**src/rtl/core/reduce_scatter_halving_scheduler_macros.svh**
```systemverilog
// Assertion macros shared by the reduce-scatter schedule generator modules.
// No dependencies; included by the modules that carry assertions.
`ifndef REDUCE_SCATTER_HALVING_SCHEDULER_MACROS_SVH
`define REDUCE_SCATTER_HALVING_SCHEDULER_MACROS_SVH

// Consequent checked in the same cycle as the antecedent
`define RSHS_ASSERT_SAME(label, clk, rstn, ante, cons, msg) \
    label: assert property (@(posedge clk) disable iff (!rstn) (ante) |-> (cons)) \
        else $error(msg);

// Consequent checked in the cycle after the antecedent
`define RSHS_ASSERT_NEXT(label, clk, rstn, ante, cons, msg) \
    label: assert property (@(posedge clk) disable iff (!rstn) (ante) |=> (cons)) \
        else $error(msg);

`endif

```
**src/rtl/core/rshs_pkg.sv**
```systemverilog
// Shared types, codes and helpers of the recursive-halving reduce-scatter
// schedule generator. No dependencies.
`default_nettype none

package rshs_pkg;

    // Largest communicator handled; larger group sizes saturate to this
    localparam int MAX_RANKS = 64;

    // Command queue depth between front and back
    localparam int QUEUE_DEPTH = 2;

    // Configuration register indexes
    localparam logic [0:0] REG_GROUP_SIZE = 1'b0;
    localparam logic [0:0] REG_MY_RANK    = 1'b1;

    // Schedule item kinds
    typedef enum logic [3:0] {
        KIND_EMPTY      = 4'd0,
        KIND_LOAD_SEND  = 4'd1,
        KIND_LOAD_RECV  = 4'd2,
        KIND_SEND_ALL   = 4'd3,
        KIND_RECV_ALL   = 4'd4,
        KIND_ROUND      = 4'd5,
        KIND_COPY_OUT   = 4'd6,
        KIND_SEND_RES   = 4'd7,
        KIND_RECV_RES   = 4'd8
    } kind_t;

    // Part this rank plays in the non-power-of-two fold
    typedef enum logic [1:0] {
        ROLE_PLAIN,
        ROLE_FOLD_SEND,
        ROLE_FOLD_RECV
    } role_t;

    // Back-end sequencer phases
    typedef enum logic [2:0] {
        PH_IDLE,
        PH_EMPTY,
        PH_LOAD,
        PH_FOLD_IN,
        PH_ROUND,
        PH_COPY,
        PH_FOLD_OUT
    } phase_t;

    // Classified start command
    typedef struct packed {
        logic        empty;
        logic        in_place;
        logic [19:0] blk;
        logic [26:0] total;
        logic [25:0] rank_blk;
        logic [5:0]  rank;
        logic [5:0]  rem;
        logic [6:0]  pof2;
        logic [6:0]  vrank;
        role_t       role;
    } desc_t;

    // Queue write side
    typedef struct packed {
        logic  push;
        desc_t data;
    } q_wr_t;

    // Queue read side status
    typedef struct packed {
        logic  valid;
        desc_t data;
    } q_rd_t;

    // One schedule item
    typedef struct packed {
        kind_t       kind;
        logic [5:0]  peer;
        logic [25:0] send_offset;
        logic [26:0] send_count;
        logic [25:0] recv_offset;
        logic [26:0] recv_count;
        logic        send_active;
        logic        recv_active;
        logic        last;
    } item_t;

    // Element offset of virtual block idx: blocks below rem are double size
    function automatic logic [26:0] vdisp(input logic [6:0] idx, input logic [5:0] rem,
                                          input logic [19:0] blk);
        logic [6:0]  lo;
        logic [7:0]  sum;
        logic [27:0] prod;
        lo   = (idx < {1'b0, rem}) ? idx : {1'b0, rem};
        sum  = {1'b0, idx} + {1'b0, lo};
        prod = 28'(sum) * 28'(blk);
        return prod[26:0];
    endfunction

endpackage

`default_nettype wire

```
**src/rtl/core/rshs_front.sv**
```systemverilog
// Front end: configuration registers, start command accept and classification.
// Depends on rshs_pkg.
`default_nettype none

module rshs_front (
    input  wire logic           aclk,
    input  wire logic           aresetn,
    // configuration write channel
    input  wire logic           cfg_valid,
    output logic                cfg_ready,
    input  wire logic [0:0]     cfg_index,
    input  wire logic [6:0]     cfg_data,
    // start command
    input  wire logic           s_tvalid,
    output logic                s_tready,
    input  wire logic [19:0]    blk_in,
    input  wire logic           in_place_in,
    // queue
    input  wire logic           q_full,
    output rshs_pkg::q_wr_t     q_wr
);

    logic [6:0] group_size_reg, group_size_next;
    logic [5:0] my_rank_reg, my_rank_next;

    logic [6:0]  size_sat;
    logic [6:0]  pof2;
    logic [5:0]  rem;
    rshs_pkg::desc_t desc;

    assign cfg_ready = 1'b1;
    assign s_tready  = !q_full;

    // Register writes
    always_comb begin
        group_size_next = group_size_reg;
        my_rank_next    = my_rank_reg;
        if (cfg_valid) begin
            unique case (cfg_index)
                rshs_pkg::REG_GROUP_SIZE: group_size_next = cfg_data;
                rshs_pkg::REG_MY_RANK:    my_rank_next    = cfg_data[5:0];
                default:                  ;
            endcase
        end
    end

    always_ff @(posedge aclk) begin
        if (!aresetn) begin
            group_size_reg <= 7'd1;
            my_rank_reg    <= 6'd0;
        end else begin
            group_size_reg <= group_size_next;
            my_rank_reg    <= my_rank_next;
        end
    end

    // Group size saturation and largest power of two not above it
    always_comb begin
        size_sat = (group_size_reg > 7'(rshs_pkg::MAX_RANKS)) ?
                   7'(rshs_pkg::MAX_RANKS) : group_size_reg;
        pof2 = 7'd1;
        for (int i = 0; i < 7; i++) begin
            if (size_sat[i]) begin
                pof2 = 7'(1 << i);
            end
        end
        rem = 6'(size_sat - pof2);
    end

    // Command classification
    always_comb begin
        desc.empty    = (blk_in == 20'd0) || ({1'b0, my_rank_reg} >= size_sat);
        desc.in_place = in_place_in;
        desc.blk      = blk_in;
        desc.total    = 27'(size_sat) * 27'(blk_in);
        desc.rank_blk = 26'(my_rank_reg) * 26'(blk_in);
        desc.rank     = my_rank_reg;
        desc.rem      = rem;
        desc.pof2     = pof2;
        if ({1'b0, my_rank_reg} < {rem, 1'b0}) begin
            desc.role  = my_rank_reg[0] ? rshs_pkg::ROLE_FOLD_RECV : rshs_pkg::ROLE_FOLD_SEND;
            desc.vrank = {2'b00, my_rank_reg[5:1]};
        end else begin
            desc.role  = rshs_pkg::ROLE_PLAIN;
            desc.vrank = 7'(my_rank_reg - rem);
        end
    end

    assign q_wr.push = s_tvalid && s_tready;
    assign q_wr.data = desc;

endmodule

`default_nettype wire

```
**src/rtl/core/rshs_queue.sv**
```systemverilog
// Two-entry command queue between front end and back end.
// Depends on rshs_pkg and the assertion macro header.
`default_nettype none

`include "reduce_scatter_halving_scheduler_macros.svh"

module rshs_queue (
    input  wire logic        aclk,
    input  wire logic        aresetn,
    input  rshs_pkg::q_wr_t  q_wr,
    output logic             q_full,
    input  wire logic        q_pop,
    output rshs_pkg::q_rd_t  q_rd
);

    localparam logic [1:0] FULL_COUNT = 2'(rshs_pkg::QUEUE_DEPTH);

    rshs_pkg::desc_t entry_reg [rshs_pkg::QUEUE_DEPTH];
    logic       wr_ptr_reg, wr_ptr_next;
    logic       rd_ptr_reg, rd_ptr_next;
    logic [1:0] count_reg, count_next;

    assign q_full     = (count_reg == FULL_COUNT);
    assign q_rd.valid = (count_reg != 2'd0);
    assign q_rd.data  = entry_reg[rd_ptr_reg];

    // Pointer and fill update
    always_comb begin
        wr_ptr_next = q_wr.push ? !wr_ptr_reg : wr_ptr_reg;
        rd_ptr_next = q_pop ? !rd_ptr_reg : rd_ptr_reg;
        count_next  = count_reg;
        if (q_wr.push && !q_pop) begin
            count_next = count_reg + 2'd1;
        end else if (!q_wr.push && q_pop) begin
            count_next = count_reg - 2'd1;
        end
    end

    always_ff @(posedge aclk) begin
        if (!aresetn) begin
            wr_ptr_reg <= 1'b0;
            rd_ptr_reg <= 1'b0;
            count_reg  <= 2'd0;
        end else begin
            wr_ptr_reg <= wr_ptr_next;
            rd_ptr_reg <= rd_ptr_next;
            count_reg  <= count_next;
        end
    end

    // Entry storage
    always_ff @(posedge aclk) begin
        if (q_wr.push) begin
            entry_reg[wr_ptr_reg] <= q_wr.data;
        end
    end

    `RSHS_ASSERT_SAME(a_no_push_full, aclk, aresetn, q_wr.push, count_reg != FULL_COUNT, "push into full queue")
    `RSHS_ASSERT_SAME(a_no_pop_empty, aclk, aresetn, q_pop, count_reg != 2'd0, "pop from empty queue")
    `RSHS_ASSERT_NEXT(a_fill_up, aclk, aresetn, q_wr.push && !q_pop, count_reg == 2'($past(count_reg) + 2'd1), "fill count did not rise")

endmodule

`default_nettype wire

```
**src/rtl/core/rshs_back.sv**
```systemverilog
// Back end: schedule sequencer walking fold-in, halving rounds, copy-out and
// fold-out, with a registered result stage. Depends on rshs_pkg and the macros.
`default_nettype none

`include "reduce_scatter_halving_scheduler_macros.svh"

module rshs_back (
    input  wire logic        aclk,
    input  wire logic        aresetn,
    input  rshs_pkg::q_rd_t  q_rd,
    output logic             q_pop,
    output logic             out_valid,
    input  wire logic        out_ready,
    output rshs_pkg::item_t  out_item
);

    rshs_pkg::phase_t state_reg, state_next;
    rshs_pkg::desc_t  desc_reg;
    logic [6:0] mask_reg, mask_next;
    logic [6:0] sidx_reg, sidx_next;
    logic [6:0] ridx_reg, ridx_next;
    logic [6:0] lidx_reg, lidx_next;
    logic       out_valid_reg, out_valid_next;
    rshs_pkg::item_t item_reg, item_next;

    logic        advance;
    logic        out_load;
    logic [6:0]  vpeer;
    logic        lower;
    logic [6:0]  s_new, r_new;
    logic [26:0] vd_s, vd_r, vd_l;
    logic [6:0]  dst;
    logic [26:0] sc, rc;
    logic        rounds_follow;

    assign advance  = !out_valid_reg || out_ready;
    assign out_load = advance && (state_reg != rshs_pkg::PH_IDLE);
    assign q_pop    = (state_reg == rshs_pkg::PH_IDLE) && q_rd.valid;

    // Halving round arithmetic
    always_comb begin
        vpeer = desc_reg.vrank ^ mask_reg;
        lower = desc_reg.vrank < vpeer;
        s_new = lower ? 7'(ridx_reg + mask_reg) : sidx_reg;
        r_new = lower ? ridx_reg : 7'(sidx_reg + mask_reg);
        vd_s  = rshs_pkg::vdisp(s_new, desc_reg.rem, desc_reg.blk);
        vd_r  = rshs_pkg::vdisp(r_new, desc_reg.rem, desc_reg.blk);
        vd_l  = rshs_pkg::vdisp(lidx_reg, desc_reg.rem, desc_reg.blk);
        sc    = lower ? 27'(vd_l - vd_s) : 27'(vd_r - vd_s);
        rc    = lower ? 27'(vd_s - vd_r) : 27'(vd_l - vd_r);
        dst   = (vpeer < {1'b0, desc_reg.rem}) ? 7'({vpeer[5:0], 1'b1})
                                               : 7'(vpeer + {1'b0, desc_reg.rem});
    end

    assign rounds_follow = (mask_reg != 7'd0);

    // Next state
    always_comb begin
        state_next = state_reg;
        unique case (state_reg)
            rshs_pkg::PH_IDLE: begin
                if (q_rd.valid) begin
                    state_next = q_rd.data.empty ? rshs_pkg::PH_EMPTY : rshs_pkg::PH_LOAD;
                end
            end
            rshs_pkg::PH_EMPTY: begin
                if (advance) state_next = rshs_pkg::PH_IDLE;
            end
            rshs_pkg::PH_LOAD: begin
                if (advance) begin
                    if (desc_reg.role != rshs_pkg::ROLE_PLAIN) begin
                        state_next = rshs_pkg::PH_FOLD_IN;
                    end else begin
                        state_next = rounds_follow ? rshs_pkg::PH_ROUND : rshs_pkg::PH_COPY;
                    end
                end
            end
            rshs_pkg::PH_FOLD_IN: begin
                if (advance) begin
                    if (desc_reg.role == rshs_pkg::ROLE_FOLD_SEND) begin
                        state_next = rshs_pkg::PH_FOLD_OUT;
                    end else begin
                        state_next = rounds_follow ? rshs_pkg::PH_ROUND : rshs_pkg::PH_COPY;
                    end
                end
            end
            rshs_pkg::PH_ROUND: begin
                if (advance) begin
                    state_next = (mask_reg[6:1] != 6'd0) ? rshs_pkg::PH_ROUND
                                                         : rshs_pkg::PH_COPY;
                end
            end
            rshs_pkg::PH_COPY: begin
                if (advance) begin
                    state_next = (desc_reg.role == rshs_pkg::ROLE_FOLD_RECV) ?
                                 rshs_pkg::PH_FOLD_OUT : rshs_pkg::PH_IDLE;
                end
            end
            rshs_pkg::PH_FOLD_OUT: begin
                if (advance) state_next = rshs_pkg::PH_IDLE;
            end
            default: state_next = rshs_pkg::PH_IDLE;
        endcase
    end

    // Item contents for the current phase
    always_comb begin
        item_next = '0;
        item_next.kind = rshs_pkg::KIND_EMPTY;
        unique case (state_reg)
            rshs_pkg::PH_EMPTY: begin
                item_next.last = 1'b1;
            end
            rshs_pkg::PH_LOAD: begin
                item_next.kind = desc_reg.in_place ? rshs_pkg::KIND_LOAD_RECV
                                                   : rshs_pkg::KIND_LOAD_SEND;
                item_next.send_count = desc_reg.total;
            end
            rshs_pkg::PH_FOLD_IN: begin
                if (desc_reg.role == rshs_pkg::ROLE_FOLD_SEND) begin
                    item_next.kind        = rshs_pkg::KIND_SEND_ALL;
                    item_next.peer        = 6'(desc_reg.rank + 6'd1);
                    item_next.send_count  = desc_reg.total;
                    item_next.send_active = 1'b1;
                end else begin
                    item_next.kind        = rshs_pkg::KIND_RECV_ALL;
                    item_next.peer        = 6'(desc_reg.rank - 6'd1);
                    item_next.recv_count  = desc_reg.total;
                    item_next.recv_active = 1'b1;
                end
            end
            rshs_pkg::PH_ROUND: begin
                item_next.kind        = rshs_pkg::KIND_ROUND;
                item_next.peer        = dst[5:0];
                item_next.send_offset = vd_s[25:0];
                item_next.send_count  = sc;
                item_next.recv_offset = vd_r[25:0];
                item_next.recv_count  = rc;
                item_next.send_active = (sc != 27'd0);
                item_next.recv_active = (rc != 27'd0);
            end
            rshs_pkg::PH_COPY: begin
                item_next.kind        = rshs_pkg::KIND_COPY_OUT;
                item_next.send_offset = desc_reg.rank_blk;
                item_next.send_count  = 27'(desc_reg.blk);
                item_next.last        = (desc_reg.role != rshs_pkg::ROLE_FOLD_RECV);
            end
            rshs_pkg::PH_FOLD_OUT: begin
                item_next.last = 1'b1;
                if (desc_reg.role == rshs_pkg::ROLE_FOLD_RECV) begin
                    item_next.kind        = rshs_pkg::KIND_SEND_RES;
                    item_next.peer        = 6'(desc_reg.rank - 6'd1);
                    item_next.send_offset = 26'(desc_reg.rank_blk - 26'(desc_reg.blk));
                    item_next.send_count  = 27'(desc_reg.blk);
                    item_next.send_active = 1'b1;
                end else begin
                    item_next.kind        = rshs_pkg::KIND_RECV_RES;
                    item_next.peer        = 6'(desc_reg.rank + 6'd1);
                    item_next.recv_count  = 27'(desc_reg.blk);
                    item_next.recv_active = 1'b1;
                end
            end
            default: ;
        endcase
    end

    // Round walk registers
    always_comb begin
        mask_next = mask_reg;
        sidx_next = sidx_reg;
        ridx_next = ridx_reg;
        lidx_next = lidx_reg;
        if (q_pop) begin
            mask_next = {1'b0, q_rd.data.pof2[6:1]};
            sidx_next = 7'd0;
            ridx_next = 7'd0;
            lidx_next = q_rd.data.pof2;
        end else if (out_load && (state_reg == rshs_pkg::PH_ROUND)) begin
            mask_next = {1'b0, mask_reg[6:1]};
            sidx_next = r_new;
            ridx_next = r_new;
            lidx_next = 7'(r_new + mask_reg);
        end
    end

    // Output register hand-off
    always_comb begin
        out_valid_next = out_valid_reg;
        if (advance) begin
            out_valid_next = out_load;
        end
    end

    always_ff @(posedge aclk) begin
        if (!aresetn) begin
            state_reg     <= rshs_pkg::PH_IDLE;
            out_valid_reg <= 1'b0;
            mask_reg      <= 7'd0;
            sidx_reg      <= 7'd0;
            ridx_reg      <= 7'd0;
            lidx_reg      <= 7'd0;
        end else begin
            state_reg     <= state_next;
            out_valid_reg <= out_valid_next;
            mask_reg      <= mask_next;
            sidx_reg      <= sidx_next;
            ridx_reg      <= ridx_next;
            lidx_reg      <= lidx_next;
        end
    end

    // Payload registers
    always_ff @(posedge aclk) begin
        if (q_pop) begin
            desc_reg <= q_rd.data;
        end
        if (out_load) begin
            item_reg <= item_next;
        end
    end

    assign out_valid = out_valid_reg;
    assign out_item  = item_reg;

    `RSHS_ASSERT_SAME(a_round_mask, aclk, aresetn, state_reg == rshs_pkg::PH_ROUND, mask_reg != 7'd0, "halving round with zero mask")
    `RSHS_ASSERT_SAME(a_copy_role, aclk, aresetn, state_reg == rshs_pkg::PH_COPY, desc_reg.role != rshs_pkg::ROLE_FOLD_SEND, "folded-out rank reached copy-out")
    `RSHS_ASSERT_NEXT(a_last_idle, aclk, aresetn, out_load && item_next.last, state_reg == rshs_pkg::PH_IDLE, "schedule continued after last item")

endmodule

`default_nettype wire

```
**src/rtl/core/reduce_scatter_halving_scheduler.sv**
```systemverilog
// Recursive-halving reduce-scatter schedule generator, top level.
// Depends on rshs_pkg, rshs_front, rshs_queue and rshs_back.
//
// Usage:
//   Write group_size (index 0) and my_rank (index 1) on the cfg channel while
//   the block is idle. Each start transaction on the s_ channel carries the
//   per-rank block count in s_tdata and the in-place flag in s_tuser. The
//   block answers on the m_ channel with a run of 1 to 9 schedule items, the
//   kind in m_tuser and m_tlast on the final item of the run.
// Item flow:
//   The first item of a run passes the queue, the sequencer state and the
//   output register before it is valid. The sequencer then gives one item
//   per cycle while m_tready is high, passing through idle to take the next
//   command from the queue; the single sequencer is what bounds the rate.
//   Two further start commands wait in the queue while a run is in progress.
// Reset:
//   aresetn (synchronous, active low) sets group_size to 1, my_rank to 0 and
//   empties the queue and the output register.
// Stall:
//   While m_tready is low the current item holds and the sequencer waits;
//   once the queue is full s_tready drops.
`default_nettype none

module reduce_scatter_halving_scheduler (
    input  wire logic           aclk,
    input  wire logic           aresetn,
    // configuration
    input  wire logic           cfg_valid,
    output logic                cfg_ready,
    input  wire logic [0:0]     cfg_index,
    input  wire logic [6:0]     cfg_data,
    // start commands
    input  wire logic           s_tvalid,
    output logic                s_tready,
    input  wire logic [23:0]    s_tdata,   // [19:0] block_count, [23:20] zero
    input  wire logic [0:0]     s_tuser,   // [0] in_place
    // schedule items
    output logic                m_tvalid,
    input  wire logic           m_tready,
    output logic [119:0]        m_tdata,   // [5:0] peer, [31:6] send_offset,
                                           // [58:32] send_count, [84:59] recv_offset,
                                           // [111:85] recv_count, [112] send_active,
                                           // [113] recv_active, [119:114] zero
    output logic [3:0]          m_tuser,   // [3:0] kind
    output logic                m_tlast
);

    rshs_pkg::q_wr_t  q_wr;
    rshs_pkg::q_rd_t  q_rd;
    rshs_pkg::item_t  item;
    logic             q_full;
    logic             q_pop;

    rshs_front u_front (
        .aclk        (aclk),
        .aresetn     (aresetn),
        .cfg_valid   (cfg_valid),
        .cfg_ready   (cfg_ready),
        .cfg_index   (cfg_index),
        .cfg_data    (cfg_data),
        .s_tvalid    (s_tvalid),
        .s_tready    (s_tready),
        .blk_in      (s_tdata[19:0]),
        .in_place_in (s_tuser[0]),
        .q_full      (q_full),
        .q_wr        (q_wr)
    );

    rshs_queue u_queue (
        .aclk    (aclk),
        .aresetn (aresetn),
        .q_wr    (q_wr),
        .q_full  (q_full),
        .q_pop   (q_pop),
        .q_rd    (q_rd)
    );

    rshs_back u_back (
        .aclk      (aclk),
        .aresetn   (aresetn),
        .q_rd      (q_rd),
        .q_pop     (q_pop),
        .out_valid (m_tvalid),
        .out_ready (m_tready),
        .out_item  (item)
    );

    // Item packing
    assign m_tdata = {6'd0, item.recv_active, item.send_active, item.recv_count,
                      item.recv_offset, item.send_count, item.send_offset, item.peer};
    assign m_tuser = item.kind;
    assign m_tlast = item.last;

endmodule

`default_nettype wire

```
**config.mk**
```make
export PLATFORM = sky130hd
export DESIGN_NAME = reduce_scatter_halving_scheduler
export DESIGN_NICKNAME = d
export VERILOG_FILES = /design/src/rtl/core/rshs_pkg.sv /design/src/rtl/core/rshs_front.sv /design/src/rtl/core/rshs_queue.sv /design/src/rtl/core/rshs_back.sv /design/src/rtl/core/reduce_scatter_halving_scheduler.sv
export VERILOG_INCLUDE_DIRS = /design/src /design/src/rtl/core
export SDC_FILE = /design/constraint.sdc
export NUM_CORES = 2
export LEC_CHECK = 0
export BUFFER_PORTS_ARGS = -buffer_cell sky130_fd_sc_hd__buf_4
export CAP_MARGIN = 5
export CORE_MARGIN = 2
export CORE_UTILIZATION = 55
export DETAILED_ROUTE_END_ITERATION = 7
export PLACE_DENSITY = 0.81
export SLEW_MARGIN = 30
export SYNTH_ARGS = -nofsm -noshare
export SYNTH_HDL_FRONTEND = slang
export SYNTH_SLANG_ARGS = --single-unit
```
**constraint.sdc**
```tcl
create_clock -name aclk -period 16.8 [get_ports aclk]
set_input_delay 2.52 -clock aclk [delete_from_list [all_inputs] [get_ports aclk]]
set_output_delay 2.52 -clock aclk [all_outputs]
set_load 0.02 [all_outputs]
```
==> run_results.csv <==
group,metric,value,unit
grt,grt-ovfl-total,0,
route,drc,0,
status,status,"finished clean",
critical_path,required,17160,ps
grt,grt_util_met2,0.468,
cts,cts_tree,"yes",
logic_synthesis,synth_area_leaders,"edfxtp_1 (27%), fa_1 (21%), ha_1 (10%)",
cts,cts_buffer_depth,3,
sta,slew_violations,0,
finish,multi_input_area,0.0300,sq mm
sta,rsz0062_at_grt,"false",
flow_run,max_cap_violations,0,
floorplanning,die_w,294,um
logic_synthesis,ys.flop_type,"edfxtp_1",
cts,cts.clk_slew.worst_paths,70,ps
logic_synthesis,synth_warnings,0,
grt,grt_pass1_vias,35400,
logic_synthesis,synthArstFlopShare,0,
finish,instances_no_fill,5865,
finish,regArea,0.0135,sq mm
finish,final_nets,5652,
route,routed_wl,121000,um
critical_path,crit_type,"register to register",
sta,fin_hold_ws,469,ps
cts,clock_latency,650,ps
critical_path,slowest_stage,"nor2_1",
logic_synthesis,yosysSeqAreaShare,0.291,
finish,largest_register_ffs,206,
grt,use_met1,0.367,
critical_path,cpMostUsedCell,"ha_1",
grt,antenna_found_initial,2,
floorplanning,ios,166,
logic_synthesis,synth-edff-count,420,
route,drtIter0Drc,3400,
floorplanning,die_h,294,um
finish,final_layout_size_suffix_gt1_frac,0.0930,
finish,fill_cells,6731,
sta,hold_viol_final,0,
placement,port_buffers,154,
sta,fmax,73.5,MHz
finish,area_growth,8.28,%
sta,fin_crit,13610,ps
floorplanning,start_util,0.554,
route,wire_per_inst,20.6,um
min_path,min_path_type,"register to register",
critical_path,critPathArrivalTime,13970,ps
floorplanning,rows,106,
route,viasPerCell,5.92,
logic_synthesis,yosysUniqueCellTypes,91,
cts,cts_hold_buf,0,
cts,root_buffer,"clkbuf_16",
logic_synthesis,syn_area,0.0462,sq mm
logic_synthesis,synth_top_area_cell,"edfxtp_1",
grt,met3_usage,0.0542,
cts,cts.sinks,462,
grt,grt_start_max_net_pins,79,
route,dr.pass1.iters,6,
critical_path,cp-start-kind,"register",
sta,clock_skew,65.7,ps
placement,place_congestion,0.963,
critical_path,worstPathMaxFanout,12,
route,postRouteAntennaNets,0,
critical_path,cp-end-kind,"register",
logic_synthesis,synthCells,4698,
sta,post-route-period-util,0.810,
logic_synthesis,synth-seq-cells,462,
sta,worstMarginPinSlew,1010,ps
critical_path,critPathBufInv,1,
placement,hpwl,91900,um
critical_path,critPathTopFamily,"compound AO/OA/AOI/OAI gates",
floorplanning,fp.coreArea,0.0834,sq mm
sta,finalSetupTns,0,ps
grt,grt_first_pass_wirelength,190000,um
sta,setup_viol,0,
route,vias,34700,
floorplanning,die_area,0.0864,sq mm
logic_synthesis,synth_top_area_frac,0.273,
grt,grtUsageTotal,0.283,
cts,cts_made_buffers,49,
critical_path,cpPeakStageDelay,690,ps
cts,htreeDepth,2,
cts,ctsResizeCount,0,
critical_path,r2r_slack,3190,ps
cts,post_cts_buffers,0,
grt,grt.busiest_layer,"met2",
logic_synthesis,synth.avg_cell_area,9.84,sq um
placement,dp.cells,5775,
sta,slew_headroom,0.322,
[cell families after synthesis]
family / count (synthesis) / share of synthesized area
AOI/OAI and AO/OA: 760 / 0.106
xor gates and xnor gates: 212 / 0.0408
adders and majority gates: 867 / 0.315
buffers and inverters: 787 / 0.0648
DFF: 462 / 0.291
muxes: 132 / 0.0316
other: 2 / 0.000162
and+or+nand+nor: 1476 / 0.151
[through the flow]
stage	setup WS [ps]	instance area, sq um	utilization
after global routing	2280	50100	0.600
final	3190	50100	0.600
after detailed placement	3440	48500	0.581
after global placement	3550	48500	0.581
after CTS	3360	50000	0.600
after floorplan	5520	46300	-
[area by class of cell]
class | instances | share of cell area
diodes | 2 | 0.000100
clock inverters | 21 | 0.00512
well taps | 1080 | 0.0270
clock buffers | 66 | 0.0258
multi-input cells | 3454 | 0.598
inverters | 563 | 0.0423
repair buffers | 217 | 0.0327
flip-flops and latches | 462 | 0.269
[routing by layer]
layer | vias to the layer above | wire length (um)
met5 | - | 0
met4 | 0 | 5100
met2 | 1526 | 56900
met1 | 17200 | 47100
li1 | 15700 | -
met3 | 279 | 11500
[worst paths after layout]
kind | from | end | depth (start not counted)
worst max-delay path | u_back.mask_reg[3]$_SDFFE_PN0P_ | u_back.out_item[2]$_DFFE_PP_ | 44
worst min-delay path | u_front.my_rank_reg[2]$_SDFFE_PN0P_ | u_queue.entry_reg[0][24]$_DFFE_PP_ | 0
worst max register to register | u_back.mask_reg[3]$_SDFFE_PN0P_ | u_back.out_item[2]$_DFFE_PP_ | 44
worst min register to register | u_front.my_rank_reg[2]$_SDFFE_PN0P_ | u_queue.entry_reg[0][24]$_DFFE_PP_ | 0
[synthesized netlist by cell type (all sizes together) (80+ instances only)]
| cell | n |
|---|---|
| nand2 | 666 |
| mux2 | 111 |
| a21oi | 168 |
| ha | 373 |
| o21ai | 218 |
| inv | 562 |
| nor2 | 210 |
| a21o | 80 |
| xnor2 | 136 |
| clkbuf | 207 |
| and2 | 304 |
| edfxtp | 420 |
| fa | 494 |
[cells in the final DEF (no fill, tap or decap), types with 8 or more instances in the layout]
cell type / instances
a211oi_1: 19
a21boi_0: 20
a21o_1: 80
a21oi_1: 166
a22o_1: 8
a22oi_1: 43
a31oi_1: 22
and2_1: 303
and3_1: 14
buf_4: 215
clkbuf_1: 17
clkbuf_16: 49
dfxtp_1: 40
edfxtp_1: 420
fa_1: 494
ha_1: 373
inv_1: 561
mux2_2: 111
mux2i_1: 21
nand2_1: 664
nand2b_1: 66
nand3_1: 50
nand4_1: 11
nor2_1: 205
nor2b_1: 42
nor3_1: 55
nor4_1: 9
o211ai_1: 15
o21a_1: 31
o21ai_0: 206
o21ai_1: 11
o21bai_1: 25
o221ai_1: 15
o31ai_1: 13
or3_1: 15
xnor2_1: 130
xor2_1: 73
Power is left out: the tool's default activity adds up to more than one toggle a clock period on the data nets, which glitch-free logic cannot reach.
